$ cat config.mk
export PLATFORM = sky130hd
export DESIGN_NAME = lpf_window
export DESIGN_NICKNAME = d
export VERILOG_FILES = /design/src/rtl/core/lpf_pkg.sv /design/src/rtl/core/lpf_window.sv
export SDC_FILE = /design/constraint.sdc
export NUM_CORES = 2
export LEC_CHECK = 0
export BUFFER_PORTS_ARGS = -buffer_cell sky130_fd_sc_hd__buf_4
export CAP_MARGIN = 20
export CORE_AREA = 2 2 552 554
export DETAILED_ROUTE_END_ITERATION = 12
export DIE_AREA = 0 0 554 556
export RECOVER_POWER = 25
export SLEW_MARGIN = 10
export SYNTH_ARGS = -nofsm -noshare
export SYNTH_HDL_FRONTEND = slang
export SYNTH_SLANG_ARGS = --single-unit
$ cat constraint.sdc
create_clock -name aclk -period 31.8 [get_ports aclk]
set_input_delay 6.36 -clock aclk [delete_from_list [all_inputs] [get_ports aclk]]
set_output_delay 6.36 -clock aclk [all_outputs]
set_load 0.005 [all_outputs]
$ cat src/rtl/core/lpf_pkg.sv
package lpf_pkg;

    localparam int ROWS_KEPT = 8;
    localparam int SLOT_W    = 3;
    localparam int WIN       = 7;
    localparam int ROW_W     = 17;
    localparam int PIX_W     = 8;

    typedef logic [SLOT_W-1:0] slot_t;

    // One column fetch of the output sequencer, as it enters the window stage.
    typedef struct packed {
        logic                 valid;
        logic                 is_out;
        logic                 rowstart;
        logic                 dup;
        logic                 wr_pre0;
        logic                 wr_pre1;
        logic                 x_odd;
        logic                 y_odd;
        logic                 last;
        slot_t [WIN-1:0]      slots;
    } step_ctl_t;

    // Control that travels with the 7x7 window into the filter.
    typedef struct packed {
        logic valid;
        logic x_odd;
        logic y_odd;
        logic last;
    } tap_ctl_t;

endpackage

$ cat src/rtl/core/lpf_window.sv
module lpf_window #(
    parameter int LW = 24
) (
    input  logic                                              aclk,
    input  logic                                              aresetn,
    input  logic                                              en,
    input  logic [lpf_pkg::ROWS_KEPT*LW-1:0]                  rd_data,
    input  lpf_pkg::step_ctl_t                                b_ctl,
    output logic [lpf_pkg::WIN-1:0][lpf_pkg::WIN-1:0][LW-1:0] win,
    output lpf_pkg::tap_ctl_t                                 c_ctl
);

    // win[i][j]: column x-4+i, row y-4+j
    logic [lpf_pkg::WIN-1:0][lpf_pkg::WIN-1:0][LW-1:0] win_reg, win_next;
    logic [lpf_pkg::WIN-1:0][LW-1:0]                   colv, pre0_reg, pre1_reg;
    lpf_pkg::tap_ctl_t                                 c_ctl_reg;

    always_comb begin
        for (int j = 0; j < lpf_pkg::WIN; j++) begin
            colv[j] = rd_data[b_ctl.slots[j]*LW +: LW];
        end
        if (b_ctl.rowstart) begin
            for (int i = 0; i < lpf_pkg::WIN-2; i++) begin
                win_next[i] = pre0_reg;
            end
            win_next[lpf_pkg::WIN-2] = pre1_reg;
            win_next[lpf_pkg::WIN-1] = colv;
        end else begin
            for (int i = 0; i < lpf_pkg::WIN-1; i++) begin
                win_next[i] = win_reg[i+1];
            end
            win_next[lpf_pkg::WIN-1] = b_ctl.dup ? win_reg[lpf_pkg::WIN-1] : colv;
        end
    end

    always_ff @(posedge aclk) begin
        if (en && b_ctl.valid) begin
            if (b_ctl.wr_pre0) begin
                pre0_reg <= colv;
            end
            if (b_ctl.wr_pre1) begin
                pre1_reg <= colv;
            end
            if (b_ctl.is_out) begin
                win_reg <= win_next;
            end
        end
    end

    always_ff @(posedge aclk) begin
        if (!aresetn) begin
            c_ctl_reg.valid <= 1'b0;
        end else if (en) begin
            c_ctl_reg.valid <= b_ctl.valid && b_ctl.is_out;
            c_ctl_reg.x_odd <= b_ctl.x_odd;
            c_ctl_reg.y_odd <= b_ctl.y_odd;
            c_ctl_reg.last  <= b_ctl.last;
        end
    end

    assign win   = win_reg;
    assign c_ctl = c_ctl_reg;

endmodule

==> results.md <==
* Most area-hungry cell type in the Yosys netlist: edfxtp_1
* Failing checks: max-capacitance violations, max-slew violations
* Initial antenna violation count at 79
* Min-delay worst type: reg2reg
* Yosys top cell area share at 68.3%
* Status: complete, but fails checks
* Share of layout cells above drive strength 1 at 38.5%
* Max cap viols at 24
* Number of I/O pins at 1405
* Post-DRT Antenna Nets at 0
* CTS root buf: clkbuf_16
* Cell variety after synth at 20
* Synth Area in XOR/XNOR at 0%
* Final core utilization at 28.6%
* Hold-fix buffers, CTS at 0
* Fillcell total at 30600
* Clock sink total at 1516
* F_max at 0.0540 GHz
* Synth Flop Type: edfxtp_1
* Area after DPL at 81300 µm²
* Compound-Gate Fraction of Synth Area at 6.33%
* H-tree levels at 4
* Slew Viols, Final at 1310
* Skew-Pair Late Insertion Delay at 840 ps
* EDFF count, synth at 1515
* Routability-driven placement congestion ratio at 0.928
* RSZ-0062 raised after global routing: false
* Drt pass-1 iters at 6
* Async S/R FF share, synth at 0%
* Std cell rows at 202
* Clock tree buffer depth at 4
* Final min period at 18520 ps
* CP max FO at 153
* Final WL at 321 mm
* Worst-margin pin slew at 8140 ps
* First-pass GRT wire length at 414 mm
* Final setup viols at 0
* Vias/cell at 4.51
* Worst hold stages at 2
* Synth top area cells: edfxtp_1, mux4_2, o21ai_0
* Critical path required time at 32250 ps
* Hold_ws at 501 ps
* Nets@finish at 5892
* Simple-gate share of the synthesized area at 0.992%
* Post-synthesis sequential element count at 1516
* Tcrit/Tclk final at 58.2%
* Worst vdd ir at 0.0377 mV
* Core Footprint at 302000 µm²
* Port bufs at 1404
* Post-Syn Instances at 4267
* Post-Layout Inst Area at 86500 µm²
* Max-slew headroom at -443%
* CTS tree: built
* Synth Area in Adders at 0%
* Vias in the first global route at 43200
* GRT Resource Usage Total at 20.0%
* Grt total ovfl at 0
* Pleak at 33.2 nW
* Cell Pwr Density at 56.6 nW/µm²
* Syn nets at 4492
* Post-Syn Area at 66600 µm²
* Yosys warns at 0
* Worst path arrival time at 18970 ps
* Routed wire per std cell at 32.8 µm
* Area Growth Syn to Fin at 29.9%
* Residual DRC at 0
* Via count at 44300
* Sequential area share after synthesis at 68.4%
* Die X at 554 µm
* Worst-path clk slew at 60 ps
* Nature of the critical path endpoint: flip-flop
* R2R depth at 2
* Mux contribution to synthesized area at 17.7%
* Num CTS Buffers at 170
* DIE HEIGHT at 556 µm
* Setup crit start kind: input port
* Max FFs per register at 1176
* Crit Path Category: in2reg
* Largest net degree at the start of global routing at 217
* Most frequent cell after synthesis: edfxtp_1
* Initial Utilization at 22.0%
* Mean post-synth cell area at 15.6 µm²
* Post-DP HPWL at 255 mm
* Post-CTS setup buffer count at 0
* Die ar. at 308000 µm²
* DRT iter0 DRCs at 5015
* Hold Fails Final Rpt at 0
* Top post-synthesis cells by count: edfxtp_1, inv_1, o21ai_0, mux4_2, mux2_2
* Post-CTS Resized at 0
* Final setup skew at 44.5 ps
* Setup TNS at 0 ps
* Largest family of logic cells by synthesized area: multiplexers
final cells by class:
type,count,area (µm²),share of cell area (%)
Sequential cell,1516,45500,52.6
Multi-Input combinational cell,1687,16500,19.1
Timing Repair Buffer,1450,10700,12.4
Tap cell,3978,4980,5.76
Clock buffer,199,4360,5.05
Inverter,842,3160,3.66
Clock inverter,103,1120,1.30
Antenna cell,39,97.6,0.113
path summary, 6_finish.rpt:
| kind | startpoint | to | slack, ps |
|---|---|---|---|
| max | b_ctl[29] | win[300]$_DFFE_PP_ | 13280 |
| min | c_ctl[3]$_SDFFE_PN0P_ | c_ctl[3]$_SDFFE_PN0P_ | 500 |
| max reg2reg | pre0_reg[84]$_DFFE_PP_ | win[84]$_DFFE_PP_ | 30400 |
| min reg2reg | c_ctl[3]$_SDFFE_PN0P_ | c_ctl[3]$_SDFFE_PN0P_ | 500 |
layout by cell type, fill, tap and decap left out, types with 7 or more instances in the layout:
cell type   instances
mux2_1             71
inv_1             841
mux2_2            201
clkinv_2           26
buf_4            1327
mux4_1              7
bufinv_16          19
clkbuf_4           67
clkinvlp_4          7
diode_2            39
clkinv_1           33
clkbuf_1           82
clkbuf_16         170
edfxtp_1         1515
mux4_2            329
nand2_1           168
mux2_4             64
inv_6               7
o21ai_0           840
critical path: stages:
cell,delay [ps]
clkbuf_1,180
nand3_1,190
clkinvlp_2,2970
clkbuf_1,5750
buf_4,1300
buf_4,770
buf_4,800
through the flow:
stage | std cells | setup slack (ps) | power, mW
6_report | 9814 | 13280 | 4.89
5_1_grt | 9787 | 12260 | 5.06
4_1_cts | 9775 | 20850 | 4.97
3_5_place_dp | 9473 | 19980 | 2.97
3_3_place_gp | 9473 | 20140 | 2.96
2_1_floorplan | 4267 | 4590 | 2.67
cells by family after synthesis:
family / count (synthesis)
AO/OA/AOI/OAI: 842
buffers and inverters: 1064
flip-flops: 1516
multiplexers: 672
AND/OR/NAND/NOR: 173
where the power goes:
| part | internal [mW] | leakage (nW) | total, mW | switching (mW) |
|---|---|---|---|---|
| Clock | 1.14 | 2.66 | 1.99 | 0.843 |
| Sequential | 2.32 | 14.0 | 2.36 | 0.0401 |
| Combinational | 0.205 | 16.6 | 0.552 | 0.347 |
routing by layer:
layer / vias to the layer above / part of all wire (%) / track usage [%]
met5: - / 0.049 / 0
met4: 24 / 4.3 / 6.64
met3: 418 / 9.9 / 6.51
met2: 2406 / 48 / 33.5
met1: 22900 / 38 / 24.0
li1: 18500 / - / -
No activity file was read; power rests on OpenSTA's default activity.
