--- config.mk ---
export PLATFORM = sky130hd
export DESIGN_NAME = lpf_step_gen
export DESIGN_NICKNAME = d
export VERILOG_FILES = /design/src/rtl/core/lpf_pkg.sv /design/src/rtl/core/lpf_step_gen.sv
export SDC_FILE = /design/constraint.sdc
export NUM_CORES = 1
export LEC_CHECK = 0
export BUFFER_PORTS_ARGS = -buffer_cell sky130_fd_sc_hd__clkbuf_2
export CORE_MARGIN = 2
export CORE_UTILIZATION = 45
export CTS_CLUSTER_DIAMETER = 100
export DETAILED_ROUTE_END_ITERATION = 8
export PLACE_DENSITY = 0.7
export SYNTH_ARGS = -nofsm -noshare
export SYNTH_HDL_FRONTEND = slang
export SYNTH_SLANG_ARGS = --single-unit
--- constraint.sdc ---
create_clock -name aclk -period 21.4 [get_ports aclk]
set_clock_uncertainty 0.15 [all_clocks]
set_input_delay 1.07 -clock aclk [delete_from_list [all_inputs] [get_ports aclk]]
set_output_delay 1.07 -clock aclk [all_outputs]
set_load 0.005 [all_outputs]
--- src/rtl/core/lpf_pkg.sv ---
package lpf_pkg;

    localparam int ROWS_KEPT = 8;
    localparam int SLOT_W    = 3;
    localparam int WIN       = 7;
    localparam int ROW_W     = 17;
    localparam int PIX_W     = 8;

    typedef logic [SLOT_W-1:0] slot_t;

    // One column fetch of the output sequencer, as it enters the window stage.
    typedef struct packed {
        logic                 valid;
        logic                 is_out;
        logic                 rowstart;
        logic                 dup;
        logic                 wr_pre0;
        logic                 wr_pre1;
        logic                 x_odd;
        logic                 y_odd;
        logic                 last;
        slot_t [WIN-1:0]      slots;
    } step_ctl_t;

    // Control that travels with the 7x7 window into the filter.
    typedef struct packed {
        logic valid;
        logic x_odd;
        logic y_odd;
        logic last;
    } tap_ctl_t;

endpackage

--- src/rtl/core/lpf_step_gen.sv ---
module lpf_step_gen #(
    parameter int WW = 12,
    parameter int AW = 11
) (
    input  logic                 aclk,
    input  logic                 aresetn,
    input  logic                 clear,
    input  logic                 grant,
    input  logic                 en,
    input  logic [WW-1:0]        eff_w,
    input  logic [15:0]          eff_h,
    output logic [1:0]           pending,
    output logic                 rd_en,
    output logic [AW-1:0]        rd_col,
    output lpf_pkg::step_ctl_t   b_ctl
);

    logic [1:0]                   pending_reg, pending_next;
    logic                         pre_reg, pre_next;
    logic                         pidx_reg, pidx_next;
    logic [WW-1:0]                x_reg, x_next;
    logic [15:0]                  y_reg, y_next;
    lpf_pkg::step_ctl_t           b_ctl_reg, ctl;
    logic                         issue;
    logic                         tail;
    logic [WW-1:0]                col, wm1, wm2;
    logic [15:0]                  hm1;
    logic [lpf_pkg::ROW_W-1:0]    ty;
    logic signed [lpf_pkg::ROW_W:0] r, hlim;

    assign issue = en && (pending_reg != 2'd0);
    assign wm1   = eff_w - WW'(1);
    assign wm2   = eff_w - WW'(2);
    assign hm1   = eff_h - 16'd1;
    assign tail  = ({1'b0, x_reg} + (WW+1)'(3)) > {1'b0, eff_w};

    always_comb begin
        ctl   = '0;
        col   = '0;
        ty    = '0;
        r     = '0;
        hlim  = signed'({2'b00, hm1});
        if (pre_reg) begin
            col         = pidx_reg ? WW'(1) : WW'(0);
            ctl.wr_pre0 = !pidx_reg;
            ctl.wr_pre1 = pidx_reg;
        end else begin
            ctl.is_out   = 1'b1;
            ctl.rowstart = (x_reg == '0);
            ctl.x_odd    = x_reg[0];
            ctl.y_odd    = y_reg[0];
            ctl.last     = (x_reg == wm1) && (y_reg == hm1);
            if (!tail) begin
                col = x_reg + WW'(2);
                ty  = {1'b0, y_reg};
            end else begin
                // Last two columns repeat the edge; fetch the next row's first columns.
                ctl.dup     = 1'b1;
                ctl.wr_pre0 = (x_reg == wm2);
                ctl.wr_pre1 = (x_reg != wm2);
                col         = (x_reg == wm2) ? WW'(0) : WW'(1);
                ty          = {1'b0, y_reg} + lpf_pkg::ROW_W'(1);
            end
        end
        ctl.valid = issue;
        for (int i = 0; i < lpf_pkg::WIN; i++) begin
            r = signed'({1'b0, ty}) - (lpf_pkg::ROW_W+1)'(4) + (lpf_pkg::ROW_W+1)'(i);
            if (r < 0) begin
                r = '0;
            end else if (r > hlim) begin
                r = hlim;
            end
            ctl.slots[i] = r[lpf_pkg::SLOT_W-1:0];
        end
    end

    always_comb begin
        pre_next     = pre_reg;
        pidx_next    = pidx_reg;
        x_next       = x_reg;
        y_next       = y_reg;
        pending_next = pending_reg + {1'b0, grant} - {1'b0, issue};
        if (issue) begin
            if (pre_reg) begin
                if (pidx_reg) begin
                    pre_next = 1'b0;
                    x_next   = '0;
                    y_next   = '0;
                end
                pidx_next = 1'b1;
            end else if (ctl.last) begin
                pre_next  = 1'b1;
                pidx_next = 1'b0;
            end else if (x_reg == wm1) begin
                x_next = '0;
                y_next = y_reg + 16'd1;
            end else begin
                x_next = x_reg + WW'(1);
            end
        end
    end

    always_ff @(posedge aclk) begin
        if (!aresetn || clear) begin
            pending_reg     <= '0;
            pre_reg         <= 1'b1;
            pidx_reg        <= 1'b0;
            x_reg           <= '0;
            y_reg           <= '0;
            b_ctl_reg.valid <= 1'b0;
        end else begin
            pending_reg <= pending_next;
            pre_reg     <= pre_next;
            pidx_reg    <= pidx_next;
            x_reg       <= x_next;
            y_reg       <= y_next;
            if (en) begin
                b_ctl_reg <= ctl;
            end
        end
    end

    assign pending = pending_reg;
    assign rd_en   = issue;
    assign rd_col  = col[AW-1:0];
    assign b_ctl   = b_ctl_reg;

endmodule

==> out/metrics.csv <==
stage,metric,value,unit
sta,fin_ws,12.32,ns
power,p_comb_share,18.8,%
critical_path,crit_cells,34,
critical_path,critical_path.max_stage_delay,0.92,ns
place,io_buffers,76,
sta,maxSlewHeadroom,27.2,%
detailed_routing,drc,0,
power,switching_share,29.4,%
critical_path,crit_family,compound AO/OA/AOI/OAI gates,
layout,insertedDiodeCount,0,
clock_tree,cts_root_buf,clkbuf_16,
clock_tree,path_clk_slew,0.06,ns
clock_tree,cts_tree,built,
critical_path,slowest_stage,o31ai_2,
floorplan,fp.dieH,153,um
critical_path,critPathBufInv,2,
detailed_routing,vias,9821,
clock_tree,htreeDepth,3,
logic_synthesis,synth_area,9970,um^2
detailed_routing,wl,32300,um
detailed_routing,first_pass_iters,6,
place,dp_hpwl,25500,um
logic_synthesis,synth_edf_count,29,
logic_synthesis,ys_seq_elements,62,
layout,largest_reg_flops,30,
logic_synthesis,synth.largest_area_cell,ha_1,
sta,slew_violations,0,
sta,min_period,9.08,ns
layout,nNetsFinal,1478,
logic_synthesis,synthFlopType,dfxtp_1,
layout,drive_above_1_share,11.0,%
sta,rsz0062_at_grt,false,
logic_synthesis,avgSynthCellArea,7.81,um^2
logic_synthesis,synth_area_leaders,"ha_1, xnor2_1, edfxtp_1, dfxtp_1, nor2_1",
place,pre_cts_slack,12.52,ns
sta,hold_viol,0,
clock_tree,clk_latency,0.34,ns
clock_tree,cts_resized,0,
power,peakVddDrop,0.0000287,V
min_path,worstHoldPathCells,2,
logic_synthesis,ys_types,86,
logic_synthesis,synth_nets,1446,
logic_synthesis,synth_top_area_share,17.2,%
critical_path,path_class,reg2reg,
clock_tree,post_cts_buffers,0,
critical_path,start_kind,flip-flop,
detailed_routing,ant_nets,0,
detailed_routing,drt_iter0_markers,734,
power,leakagePower,0.00447,uW
grt,antenna_found_initial,0,
min_path,min_path_type,reg2reg,
clock_tree,postCtsHoldBufs,0,
sta,tns,0,ns
floorplan,initial_core_util,45.8,%
critical_path,critPathCaptureType,flip-flop,
power,switching_power,98.6,uW
detailed_routing,wl_per_cell,20.3,um
floorplan,fp.dieW,153,um
power,seqPwrFrac,37.5,%
grt,grt_max_degree,36,
power,power_frac_clock,43.7,%
logic_synthesis,synth_most_common_cell,ha_1,
critical_path,cp.required,21.43,ns
run,cap_violations,0,
grt,overflow,0,
place,gp_congestion,1.00,
critical_path,arrival,9.11,ns
sta,setup_viol,0,
clock_tree,cts.sink_count,62,
floorplan,core-area,21800,um^2
logic_synthesis,yosysSeqAreaShare,15.4,%
critical_path,crit_fanout,14,
status,status,"complete, no violations",
power,p_per_area,31.1,nW/um^2
sta,worstMarginPinSlew,1.09,ns
layout,syn_to_final_growth,7.92,%
sta,period_share,42.4,%
floorplan,pin_count,77,
power,p_int,237,uW
detailed_routing,routed_via_density,6.17,
logic_synthesis,synth_commonest_cells,"ha_1, nor2_1, xnor2_1, nand2_1, a21oi_1",
critical_path,ff2ff_path_depth,34,
floorplan,rows,54,
logic_synthesis,syn_inst,1276,
logic_synthesis,async_flop_share,0,%
logic_synthesis,yosysWarnings,0,
grt,grtUsageTotal,27.0,%
grt,grt_pass1_wl,50600,um
floorplan,die_area,23400,um^2
clock_tree,clk_path_buf_depth,2,
grt,grt_pass1_vias,9343,
clock_tree,numCtsBuffers,9,
sta,fmax,110,MHz
[worst reg2reg max path: cells and delay by family, from the launching register on]
family,cells,cell delay [ns]
buffers and inverters,2,0.24
XOR/XNOR,2,0.28
AO/OA/AOI/OAI,15,3.75
AND/OR/NAND/NOR,11,2.74
flip-flops,1,0.62
adder cells (fa/ha/maj),4,1.11
[final timing paths]
| check | from | to | slack, ns |
|---|---|---|---|
| max | x_reg[2] | b_ctl[7] | 12.32 |
| max reg2reg | x_reg[2] | b_ctl[7] | 12.32 |
| min reg2reg | b_ctl[29] | b_ctl[29] | 0.36 |
| min | b_ctl[29] | b_ctl[29] | 0.36 |
[logic make-up after synthesis]
kind of cell    share of synthesized area (%)
flops                                    15.4
buf+inv                                  5.37
mux                                      2.12
fa+ha+maj                                17.2
simple gates                             24.6
xor+xnor                                 15.2
compound gates                           20.1
[metrics by stage]
stage / hold WS [ns] / total power (uW) / area (um^2) / util [%] / std cells
after floorplan: 0.331 / 169 / 9970 / - / 1276
after global placement: 0.331 / 189 / 10500 / 48.1 / 1577
after detailed placement: 0.342 / 191 / 10500 / 48.1 / 1577
after CTS: 0.353 / 336 / 10800 / 49.5 / 1593
after global routing: 0.431 / 350 / 10800 / 49.5 / 1593
final: 0.355 / 335 / 10800 / 49.5 / 1593
[final cells by class]
class,count,area (um^2)
Clock buffer,10,250
Clock inverter,6,42.5
Fill cell,2137,11000
Inverter,52,195
Multi-Input combinational cell,1094,7910
Sequential cell,62,1530
Tap cell,280,350
Timing Repair Buffer,89,478
[power by group through the flow]
stage	Clock [uW]	Sequential, uW	Combinational [uW]
detailed placement	0	128	62.3
global placement	0	128	61.0
floorplan	0	128	40.2
CTS	148	126	62.7
global route	153	126	70.3
finish	146	126	63.0
[placed cells by master (no fill, tap or decap), types with 13 or more instances in the layout]
master / Yosys / layout
ha_1: 137 / 137
xor2_1: 50 / 50
o21ai_0: 48 / 48
or3_1: 19 / 19
edfxtp_1: 29 / 29
clkbuf_2: 0 / 76
dfxtp_1: 33 / 33
nor3_1: 27 / 27
mux2i_1: 20 / 20
nand2_1: 109 / 109
buf_4: 10 / 13
nor4_1: 23 / 22
a21o_1: 39 / 39
nand3_1: 43 / 43
a21oi_1: 75 / 75
and3_1: 13 / 13
nor2_1: 125 / 124
a211oi_1: 13 / 13
inv_1: 48 / 48
and4_1: 14 / 14
xnor2_1: 119 / 119
nand4_1: 37 / 37
nor2b_1: 15 / 15
o31ai_1: 19 / 19
[routing by layer]
metal / vias to the layer above / wire length [um] / track usage, %
li1: 4714 / - / -
met1: 4669 / 13300 / 32.1
met2: 345 / 16000 / 47.9
met3: 93 / 1430 / 3.66
met4: 0 / 1630 / 12.8
met5: - / 0 / 0
Power figures use the tool's default switching activity.
